**src/hw/rtl/modexp_pkg.sv**
```systemverilog
`default_nettype none
// ----------------------------------------------------------------------------
// modexp_pkg
// Shared constants for the modular exponentiation block.
// ----------------------------------------------------------------------------
package modexp_pkg;
	localparam int BASE_W  = 63;
	localparam int POWER_W = 64;
	localparam int MOD_W   = 63;
	localparam int RES_W   = 63;
endpackage
`default_nettype wire

```
**src/hw/rtl/modexp_if.sv**
```systemverilog
`default_nettype none
// ----------------------------------------------------------------------------
// modexp_req_if / modexp_rsp_if
// Valid/ready channels for requests and results.
// ----------------------------------------------------------------------------
interface modexp_req_if;
	import modexp_pkg::*;
	logic                 valid;
	logic                 ready;
	logic [BASE_W-1:0]    base_value;
	logic [POWER_W-1:0]   power_value;
	logic [MOD_W-1:0]     modulus_value;
	modport source (output valid, base_value, power_value, modulus_value, input ready);
	modport sink   (input valid, base_value, power_value, modulus_value, output ready);
endinterface

interface modexp_rsp_if;
	import modexp_pkg::*;
	logic              valid;
	logic              ready;
	logic [RES_W-1:0]  power_result;
	modport source (output valid, power_result, input ready);
	modport sink   (input valid, power_result, output ready);
endinterface
`default_nettype wire

```
**src/hw/rtl/modular_exponentiation.sv**
```systemverilog
`default_nettype none
// ----------------------------------------------------------------------------
// modular_exponentiation
// Computes base^power mod modulus, right-to-left square-and-multiply with
// a bit-serial interleaved modular multiplier.
//
// Channels: req (sink) takes base_value, power_value, modulus_value;
// rsp (source) gives power_result, one per request.
// The exponent bits are handled LSB first. Each exponent bit costs one
// check state, one squaring and, for a set bit, one multiply; each product
// runs bit-serially on a shared double-and-add unit. The base is first
// pre-reduced mod modulus by a separate bit-serial shift-and-subtract step.
// Zero exponent or zero modulus skip the computation. One request at a time.
// The result waits in an output register; a new request is taken only once
// it has been delivered, so a stalled receiver holds the block.
// Reset clears the control state and drops any request in progress.
// ----------------------------------------------------------------------------
module modular_exponentiation #(
	parameter int MOD_BITS = 63
) (
	input  wire logic clk,
	input  wire logic arst_n,
	modexp_req_if.sink   req,
	modexp_rsp_if.source rsp
);
	import modexp_pkg::*;

	localparam int MW = MOD_BITS + 1;
	localparam int CW = $clog2(MOD_BITS + 1);

	typedef enum logic [2:0] {S_IDLE, S_RED, S_CHK, S_MUL, S_SQR, S_DONE} state_t;
	state_t state_q;

	logic [MW-1:0]      m_q, base_q, acc_q, x_q, y_q, p_q;
	logic [POWER_W-1:0] e_q;
	logic [CW-1:0]      cnt_q;
	logic [RES_W-1:0]   res_q;
	logic               vld_q;

	// one double-and-add step: p = 2p (+ x) mod m
	logic [MW:0] dbl, dsub, sum, ssub;
	logic [MW-1:0] p_d, p_next;
	always_comb begin
		dbl = {p_q, 1'b0};
		dsub = dbl - {1'b0, m_q};
		p_d = dsub[MW] ? dbl[MW-1:0] : dsub[MW-1:0];
		sum = {1'b0, p_d} + {1'b0, x_q};
		ssub = sum - {1'b0, m_q};
		p_next = (y_q[MOD_BITS-1]) ? (ssub[MW] ? sum[MW-1:0] : ssub[MW-1:0]) : p_d;
	end

	// reduction step: shift in one base bit, subtract if >= m
	logic [MW:0] rsh, rsub;
	logic [MW-1:0] r_next;
	always_comb begin
		rsh = {p_q, y_q[MOD_BITS-1]};
		rsub = rsh - {1'b0, m_q};
		r_next = rsub[MW] ? rsh[MW-1:0] : rsub[MW-1:0];
	end

	logic last;
	assign last = (cnt_q == CW'(MOD_BITS - 1));

	assign req.ready = (state_q == S_IDLE) && !vld_q;
	assign rsp.valid = vld_q;
	assign rsp.power_result = res_q;

	always_ff @(posedge clk or negedge arst_n) begin
		if (!arst_n) begin
			state_q <= S_IDLE;
			vld_q   <= 1'b0;
			cnt_q   <= '0;
		end else begin
			if (rsp.valid && rsp.ready) vld_q <= 1'b0;
			unique case (state_q)
				S_IDLE: begin
					if (req.valid && req.ready) begin
						m_q   <= {1'b0, req.modulus_value[MOD_BITS-1:0]};
						y_q   <= {1'b0, req.base_value[MOD_BITS-1:0]};
						e_q   <= req.power_value;
						p_q   <= '0;
						cnt_q <= '0;
						if (req.modulus_value[MOD_BITS-1:0] == '0) begin
							res_q <= '0;
							state_q <= S_DONE;
						end else if (req.power_value == '0) begin
							res_q <= RES_W'(1);
							state_q <= S_DONE;
						end else begin
							state_q <= S_RED;
						end
					end
				end
				S_RED: begin
					p_q <= r_next;
					y_q <= {y_q[MW-2:0], 1'b0};
					if (last) begin
						cnt_q <= '0;
						base_q <= r_next;
						acc_q <= (m_q == MW'(1)) ? '0 : MW'(1);
						state_q <= S_CHK;
					end else begin
						cnt_q <= cnt_q + 1'b1;
					end
				end
				S_CHK: begin
					p_q <= '0;
					cnt_q <= '0;
					if (e_q == '0) begin
						res_q <= RES_W'(acc_q);
						state_q <= S_DONE;
					end else if (e_q[0]) begin
						x_q <= acc_q;
						y_q <= base_q;
						state_q <= S_MUL;
					end else begin
						x_q <= base_q;
						y_q <= base_q;
						state_q <= S_SQR;
					end
				end
				S_MUL: begin
					if (last) begin
						acc_q <= p_next;
						p_q <= '0;
						cnt_q <= '0;
						x_q <= base_q;
						y_q <= base_q;
						state_q <= S_SQR;
					end else begin
						p_q <= p_next;
						y_q <= {y_q[MW-2:0], 1'b0};
						cnt_q <= cnt_q + 1'b1;
					end
				end
				S_SQR: begin
					p_q <= p_next;
					y_q <= {y_q[MW-2:0], 1'b0};
					if (last) begin
						cnt_q <= '0;
						base_q <= p_next;
						e_q <= e_q >> 1;
						state_q <= S_CHK;
					end else begin
						cnt_q <= cnt_q + 1'b1;
					end
				end
				S_DONE: begin
					vld_q <= 1'b1;
					state_q <= S_IDLE;
				end
				default: state_q <= S_IDLE;
			endcase
		end
	end

	a_hold: assert property (@(posedge clk) disable iff (!arst_n)
		rsp.valid && !rsp.ready |=> rsp.valid && $stable(rsp.power_result))
		else $error("result dropped while stalled");
	a_noacc: assert property (@(posedge clk) disable iff (!arst_n)
		vld_q |-> !req.ready)
		else $error("request taken with result pending");
	a_red: assert property (@(posedge clk) disable iff (!arst_n)
		state_q == S_CHK |-> acc_q < m_q && base_q < m_q)
		else $error("operand not reduced");
	a_cnt: assert property (@(posedge clk) disable iff (!arst_n)
		cnt_q <= CW'(MOD_BITS - 1))
		else $error("step counter overflow");
endmodule
`default_nettype wire

```
**src/flat_wrapper.sv**
```systemverilog
// flat-port wrapper written by rule: the top's interface ports become plain ports
module modular_exponentiation_flat import modexp_pkg::*;
#(
	parameter int MOD_BITS = 63
)
  (clk, arst_n, req_valid, req_base_value, req_power_value, req_modulus_value, req_ready, rsp_valid, rsp_power_result, rsp_ready);
  modexp_req_if req_i ();
  modexp_rsp_if rsp_i ();
  input  wire logic clk;
  input  wire logic arst_n;
  input wire logic [$bits(req_i.valid)-1:0] req_valid;
  input wire logic [$bits(req_i.base_value)-1:0] req_base_value;
  input wire logic [$bits(req_i.power_value)-1:0] req_power_value;
  input wire logic [$bits(req_i.modulus_value)-1:0] req_modulus_value;
  output wire logic [$bits(req_i.ready)-1:0] req_ready;
  output wire logic [$bits(rsp_i.valid)-1:0] rsp_valid;
  output wire logic [$bits(rsp_i.power_result)-1:0] rsp_power_result;
  input wire logic [$bits(rsp_i.ready)-1:0] rsp_ready;
  assign req_i.valid = req_valid;
  assign req_i.base_value = req_base_value;
  assign req_i.power_value = req_power_value;
  assign req_i.modulus_value = req_modulus_value;
  assign req_ready = req_i.ready;
  assign rsp_valid = rsp_i.valid;
  assign rsp_power_result = rsp_i.power_result;
  assign rsp_i.ready = rsp_ready;
  modular_exponentiation #(.MOD_BITS(MOD_BITS)) u_core (.clk(clk), .arst_n(arst_n), .req(req_i), .rsp(rsp_i));
endmodule
```
**config.mk**
```make
export PLATFORM = sky130hd
export DESIGN_NAME = modular_exponentiation_flat
export DESIGN_NICKNAME = d
export VERILOG_FILES = /design/src/hw/rtl/modexp_pkg.sv /design/src/hw/rtl/modexp_if.sv /design/src/hw/rtl/modular_exponentiation.sv /design/src/flat_wrapper.sv
export SDC_FILE = /design/constraint.sdc
export NUM_CORES = 1
export LEC_CHECK = 0
export BUFFER_PORTS_ARGS = -buffer_cell sky130_fd_sc_hd__buf_2
export CAP_MARGIN = 10
export CORE_ASPECT_RATIO = 1.75
export CORE_MARGIN = 4
export CORE_UTILIZATION = 58
export CTS_BUF_LIST = sky130_fd_sc_hd__clkbuf_8
export CTS_CLUSTER_DIAMETER = 40
export DETAILED_ROUTE_END_ITERATION = 10
export PLACE_DENSITY_LB_ADDON = 0.1
export SYNTH_ARGS = -nofsm -noshare
export SYNTH_HDL_FRONTEND = slang
export SYNTH_SLANG_ARGS = --single-unit
```
**constraint.sdc**
```tcl
create_clock -name clk -period 26.5 [get_ports clk]
set_input_delay 2.65 -clock clk [delete_from_list [all_inputs] [get_ports clk]]
set_output_delay 2.65 -clock clk [all_outputs]
set_load 0.005 [all_outputs]
```
# [Word-level counts from Yosys, hierarchy flattened]
# Cells that the tools add are included.
[totals] reg_bits=519 inputBits=194 elab_cells=102
[classes] addsub=5 eq_ne=15 n_mux=42 n_reduce_logical=29
[op_table] operator="$mux 64" count=14
[op_table] operator="$pmux 64 s2" count=4
[op_table] operator="$mux 63" count=7
[op_table] operator="$pmux 64 s5" count=1
[op_table] operator="$pmux 63 s4" count=1
[op_table] operator="$sub 65x63->65" count=3
[op_table] operator="$logic_not 64->1" count=2
[op_table] operator="$pmux 63 s2" count=1
[op_table] operator="$add 64x64->65" count=1
[op_table] operator="$eq 63x1->1 const B" count=1
[op_table] operator="$logic_not 63->1" count=1
[op_table] operator="$mux 3" count=7
[op_table] operator="$reduce_and 4->1" count=5
[op_table] operator="$pmux 6 s3" count=1
[op_table] operator="$mux 6" count=2
[op_table] operator="$pmux 3 s4" count=1
[op_table] operator="$reduce_bool 2->1" count=6
[op_table] operator="$ne 2x1->1 const B" count=5
[op_table] operator="$reduce_and 3->1" count=3
[op_table] operator="$add 6x1->6 const B" count=1
[op_table] operator="$eq 3x2->1 const B" count=2
[op_table] operator="$eq 3x3->1 const B" count=2
[op_table] operator="$eq 6x6->1 const B" count=1
[op_table] operator="$reduce_and 5->1" count=1
[op_table] operator="other kinds (13)" count=18

# [Logic depth before layout (Yosys ltp)]
[depth] depth_word=8 mapped_depth=41

# [Worst setup path after synthesis]
# No wires, ideal clock.
[synth_path] path_kind="input to register" startpoint="in req_modulus_value[53]" endpoint="reg u_core.res_q[0], in the netlist u_core.rsp.power_result[0], enable pin" arrival_time_ps=8136 slack_ps=17783 path_stages=5 path_buffers=0 path_cell_list="nor4_1 nand4_1 nor4_1 o211ai_1 a21boi_0"
[synth_between] elab_chain_len=3
[synth_rtl] element="from (decl)" line_no="flat_wrapper.sv:14" text="input wire logic [$bits(req_i.modulus_value)-1:0] req_modulus_value;"
[synth_rtl] element="$logic_not 63->1" line_no="modular_exponentiation.sv:83" text="if (req.modulus_value[MOD_BITS-1:0] == '0) begin"
[synth_rtl] element="$ne 3x3->1 (no line)"
[synth_rtl] element="$reduce_and 5->1 (no line)"
[synth_rtl] element="to (signal assigned)" line_no="modular_exponentiation.sv:110" text="res_q <= RES_W'(acc_q);"
[synth_rtl] element="to (decl)" line_no="modular_exponentiation.sv:37" text="logic [RES_W-1:0] res_q;"
# Every way passes these cells.
# A chain may end at the register's enable or synchronous reset.

# [Worst setup path after layout]
[layout_path] startpoint="reg u_core.m_q[32]" endpoint="reg u_core.p_q[49] (data pin)"
[layout_between] elab_chain_len=8 elab_cells_between_ends=10
[layout_rtl] element="from (decl)" line_no="modular_exponentiation.sv:34" text="logic [MW-1:0] m_q, base_q, acc_q, x_q, y_q, p_q;"
[layout_rtl] element="from (signal assigned)" line_no="modular_exponentiation.sv:78" text="m_q <= {1'b0, req.modulus_value[MOD_BITS-1:0]};"
[layout_rtl] element="$sub 65x63->65" line_no="modular_exponentiation.sv:45" text="dsub = dbl - {1'b0, m_q};"
[layout_rtl] element="$mux 64" line_no="modular_exponentiation.sv:46" text="p_d = dsub[MW] ? dbl[MW-1:0] : dsub[MW-1:0];"
[layout_rtl] element="$add 64x64->65" line_no="modular_exponentiation.sv:47" text="sum = {1'b0, p_d} + {1'b0, x_q};"
[layout_rtl] element="$sub 65x63->65" line_no="modular_exponentiation.sv:48" text="ssub = sum - {1'b0, m_q};"
[layout_rtl] element="$mux 64 (2 in a row)" line_no="modular_exponentiation.sv:49" text="p_next = (y_q[MOD_BITS-1]) ? (ssub[MW] ? sum[MW-1:0] : ssub[MW-1:0]) : p_d;"
[layout_rtl] element="$mux 64" line_no="modular_exponentiation.sv:123" text="if (last) begin"
[layout_rtl] element="$pmux 64 s5 *" line_no="modular_exponentiation.sv:75" text="unique case (state_q)"
[layout_rtl] element="to (signal assigned)" line_no="modular_exponentiation.sv:95" text="p_q <= r_next;"
[layout_rtl] element="to (signal assigned)" line_no="modular_exponentiation.sv:131" text="p_q <= p_next;"
[layout_rtl] element="to (signal assigned)" line_no="modular_exponentiation.sv:137" text="p_q <= p_next;"
[layout_rtl] element="to (decl)" line_no="modular_exponentiation.sv:34"
# Every way passes the cells marked *; elsewhere a longest branch is shown, timed or not.

==> parameters.txt <==
Parameter                              Value

Drt
  Number of nets with antenna violations after routing    0
  Number of detailed-route iterations in the first pass    9
  Mean number of vias per cell    7.13
  Final WL    170 mm
  Via count of the routed design    roughly 36000
  Number of remaining DRC errors    0
  Number of design-rule violations left by the first detailed-router iteration    ~4000
  WL/cell    about 34 um

Synthesis
  Syn. warnings    0
  Arithmetic-cell share of the synthesized area counting full adders, half adders and majority gates    6.59%
  Dominant combinational cell family by area after synthesis    compound AO/OA/AOI/OAI gates
  Cell Area, Synth    37700 um^2
  Syn Nets    around 4400
  Post-synth EDFFs    509
  Synth unique cells    a little under 90
  Mux cell area share after synthesis    7.71%
  Area leader, netlist    sky130_fd_sc_hd__edfxtp_1
  Post-synth top flop    sky130_fd_sc_hd__edfxtp_1
  Sequential element share of the synthesized area    41.2%
  FF+latch count, synth    roughly 520
  Instance count of the mapped netlist    4004
  Share of Yosys cell area claimed by the top area cell type    40.6%
  Post-synth ARST share    1.93%
  Post-synthesis share of cell area spent on and, or, nand and nor gates    15.1%
  Most area-consuming cells after synthesis    sky130_fd_sc_hd__edfxtp_1 (41%), sky130_fd_sc_hd__ha_1 (6.4%), sky130_fd_sc_hd__nand2_1 (4.8%), sky130_fd_sc_hd__mux2_2 (4.5%), sky130_fd_sc_hd__a21oi_1 (4.5%)
  Compound-gate portion of the synthesized area    19.0%
  Post-synthesis average cell area    9.41 um^2
  Xor-xnor portion of the synthesized cell area    between 5 and 6%

Placement
  Post-DP HPWL    130 mm
  Count of port buffers added during placement    258
  Routability congestion estimate from global placement    ~1.2

Worst setup path
  Arr. time, crit path    13.46 ns
  Highest cell delay on the worst timing path    around 1.2 ns
  Cell repeated most along the worst path    sky130_fd_sc_hd__a21oi_1
  Critical Setup Path Class    reg -> reg
  Reg2reg end    u_core.p_q[49]
  Critical Path Fanout Max    31
  Category of the worst setup path launch point    register
  Required @ worst endpoint    26.98 ns
  FF-to-FF setup slack    13.52 ns
  R2R depth    35
  Reg-to-reg startpoint    u_core.m_q[32]
  Critical-path top delay cell    sky130_fd_sc_hd__a2111oi_0
  Worst path bufs/invs    4
  Cell type group with the largest total delay on the critical path    compound AO/OA/AOI/OAI gates
  Kind of end point of the critical path    register

STA
  Final worst path period share    49.0%
  Aggregate negative setup slack    0 ns
  Setup Viol. Count Final    0
  Achievable Freq    77.0 MHz
  Hold violation total from the final report    0
  Max-slew violations    4
  Fin Clk Skew    roughly 0.055 ns
  Unrepaired setup endpoints after global routing    no
  Relative slew margins    -1.75%
  Slew at the pin closest to its max-slew limit    ~1.5 ns
  Final critical-path required period    12.98 ns

Outcome
  Failing checks    max-slew violations
  Result of the run    finished, violations left

Clock network
  Clock-pin slew on the worst setup and hold paths    0.07 ns
  Clock latency on the worst-skew pair    0.77 ns
  Number of sinks on the clock net    519
  Resized Gates After CTS    0
  Inserted Clock Buffers    83
  Post-CTS setup-driven buffer insertion count    0
  Level count of the clock H-tree    3
  Hold-fix buffers, CTS    0
  TritonCTS clock tree    done
  Root Buffer    sky130_fd_sc_hd__clkbuf_8
  Number of buffers on the longest clock path    3

Floorplanning
  Die Y-Extent    345 um
  Initial Utilization    58.6%
  Floorplan die width    201 um
  Die area    69300 um^2
  Boundary pin count    259
  Total core area    64300 um^2
  Number of standard-cell rows in the floorplan    123

GRT
  All-Layer GR Usage    a little under half
  Via count of the first global-routing pass    36500
  First-pass GRT wire length    241 mm
  Number of antenna violations at the first check in global routing    9
  Pin count of the biggest net entering global routing    78
  Grt ovf    0

Worst hold path
  Hold path endpoint    u_core.cnt_q[4]
  Cell count of the worst hold path    1
  Worst min-delay path startpoint    u_core.cnt_q[4]
  Hold/Removal Path Class    reg -> reg

Run
  Number of max-capacitance violations reported    0

Cells and area
  Filler cell count    5386
  End-of-flow core utilization    64.2%
  Total area of sequential cells    15500 um^2
  Final net count    4554
  Fraction of layout cells with a size suffix above 1    15.4%
  Synth-to-layout area growth    9.60%
  Multi-input gate area    20600 um^2
## synthesized netlist by cell type (6+ instances only)
cell type	number
sky130_fd_sc_hd__nor2b_1	19
sky130_fd_sc_hd__mux2_2	152
sky130_fd_sc_hd__xor2_1	89
sky130_fd_sc_hd__buf_1	6
sky130_fd_sc_hd__a21boi_0	17
sky130_fd_sc_hd__dfrtp_1	10
sky130_fd_sc_hd__o31ai_1	16
sky130_fd_sc_hd__and2_1	14
sky130_fd_sc_hd__or3_1	34
sky130_fd_sc_hd__inv_1	201
sky130_fd_sc_hd__a211oi_1	22
sky130_fd_sc_hd__clkbuf_1	190
sky130_fd_sc_hd__a2111oi_0	8
sky130_fd_sc_hd__a221oi_1	8
sky130_fd_sc_hd__a21oi_1	341
sky130_fd_sc_hd__o221ai_1	15
sky130_fd_sc_hd__o21a_1	36
sky130_fd_sc_hd__a21o_1	80
sky130_fd_sc_hd__a31o_2	25
sky130_fd_sc_hd__mux2i_1	108
sky130_fd_sc_hd__xnor2_1	159
sky130_fd_sc_hd__ha_1	192
sky130_fd_sc_hd__o21ai_0	278
sky130_fd_sc_hd__a211o_1	10
sky130_fd_sc_hd__edfxtp_1	509
sky130_fd_sc_hd__a31oi_1	29
sky130_fd_sc_hd__and3_1	81
sky130_fd_sc_hd__a22oi_1	32
sky130_fd_sc_hd__buf_4	6
sky130_fd_sc_hd__nor3_1	49
sky130_fd_sc_hd__nand4_1	80
sky130_fd_sc_hd__o22ai_1	23
sky130_fd_sc_hd__o211ai_1	20
sky130_fd_sc_hd__nor2_1	264
sky130_fd_sc_hd__o21bai_1	49
sky130_fd_sc_hd__a222oi_1	62
sky130_fd_sc_hd__nor4_1	84
sky130_fd_sc_hd__mux2_1	10
sky130_fd_sc_hd__buf_2	23
sky130_fd_sc_hd__o21ai_1	6
sky130_fd_sc_hd__nand2b_1	25
sky130_fd_sc_hd__nand2_1	483
sky130_fd_sc_hd__nand3_1	43
sky130_fd_sc_hd__or2_2	10
## stage by stage
| stage | instance area (um^2) | hold slack (ns) | setup slack, ns | std cells |
|---|---|---|---|---|
| after floorplan | 37700 | 0.459 | 17.78 | 4004 |
| after global placement | 39600 | 0.493 | 14.61 | 4890 |
| after detailed placement | 39600 | 0.520 | 14.66 | 4890 |
| after CTS | 41300 | 0.534 | 14.64 | 5040 |
| after global routing | 41300 | 0.564 | 13.65 | 5043 |
| final | 41300 | 0.544 | 13.52 | 5047 |
## flip-flops by register name, summed over array words and instances (netlist names)
register                 cells
u_core.acc_q                64
u_core.base_q               64
u_core.cnt_q                 6
u_core.e_q                  64
u_core.m_q                  63
u_core.p_q                  64
u_core.rsp.power_result     63
u_core.rsp.valid             1
u_core.state_q               3
u_core.x_q                  64
u_core.y_q                  63
## worst max path at each step
stage	startpoint	to	slack [ns]	depth (start not counted)
floorplan	req_modulus_value[53]	u_core.rsp.power_result[0]	17.78	5
global placement	u_core.m_q[7]	u_core.base_q[49]	14.61	34
detailed placement	u_core.p_q[44]	u_core.p_q[49]	14.66	33
CTS	u_core.p_q[44]	u_core.p_q[49]	14.64	34
global route	u_core.p_q[44]	u_core.p_q[49]	13.65	35
finish	u_core.m_q[32]	u_core.p_q[49]	13.52	35
## worst reg2reg max path: cells and delay by family, from the launching register on
kind | cells | cell delay (ns)
buffers and inverters | 4 | 1.38
AND/OR/NAND/NOR | 6 | 1.75
flip-flops | 1 | 0.50
AO/OA/AOI/OAI | 18 | 6.19
adder cells (fa/ha/maj) | 3 | 1.21
XOR/XNOR | 3 | 1.23
multiplexers | 1 | 0.46
## logic make-up (layout without fill, tap and decap cells)
kind of cell | count (synthesis) | count (layout)
compound gates | 1127 | 1127
xor+xnor | 251 | 251
fa+ha+maj | 196 | 196
buf+inv | 429 | 654
flops | 519 | 519
mux | 270 | 270
other cells | 0 | 6
simple gates | 1212 | 1212
## layout by cell type, fill, tap and decap left out, types with 25 or more instances in the layout
cell                       Yosys  final
sky130_fd_sc_hd__a21o_1       80     80
sky130_fd_sc_hd__a222oi_1     62     62
sky130_fd_sc_hd__xor2_1       89     87
sky130_fd_sc_hd__buf_2        23    258
sky130_fd_sc_hd__a22oi_1      32     32
sky130_fd_sc_hd__nor4_1       84     83
sky130_fd_sc_hd__xnor2_1     159    158
sky130_fd_sc_hd__nor2_1      264    259
sky130_fd_sc_hd__a21oi_1     341    339
sky130_fd_sc_hd__o21ai_0     278    277
sky130_fd_sc_hd__a31oi_1      29     29
sky130_fd_sc_hd__o21bai_1     49     49
sky130_fd_sc_hd__inv_1       201    214
sky130_fd_sc_hd__mux2_2      152    152
sky130_fd_sc_hd__o21a_1       36     36
sky130_fd_sc_hd__or3_1        34     34
sky130_fd_sc_hd__ha_1        192    192
sky130_fd_sc_hd__and3_1       81     79
sky130_fd_sc_hd__mux2i_1     108    108
sky130_fd_sc_hd__buf_4         6     45
sky130_fd_sc_hd__nor3_1       49     49
sky130_fd_sc_hd__a31o_2       25     25
sky130_fd_sc_hd__clkbuf_8      0     87
sky130_fd_sc_hd__nand4_1      80     80
sky130_fd_sc_hd__nand2_1     483    479
sky130_fd_sc_hd__nand3_1      43     43
sky130_fd_sc_hd__edfxtp_1    509    509
## cell type report
type,count,share of cell area [%]
Tap cell,812,2.46
Clock inverter,63,1.21
Sequential cell,519,37.6
Multi-Input combinational cell,3056,50.0
Clock buffer,87,2.90
Timing Repair Buffer,303,3.94
Inverter,201,1.83
Antenna cell,6,0.0364
## layer usage
metal | vias to the layer above | global-route usage, % | wire length [um]
li1 | 15300 | - | -
met1 | 16900 | 44.3 | 49300
met2 | 2683 | 79.2 | 80200
met3 | 1083 | 11.4 | 15800
met4 | 0 | 53.1 | 24900
met5 | - | 0 | 0
Power is not shown: default switching activity piles up to over one toggle a cycle in this logic, so the estimate is an artifact.
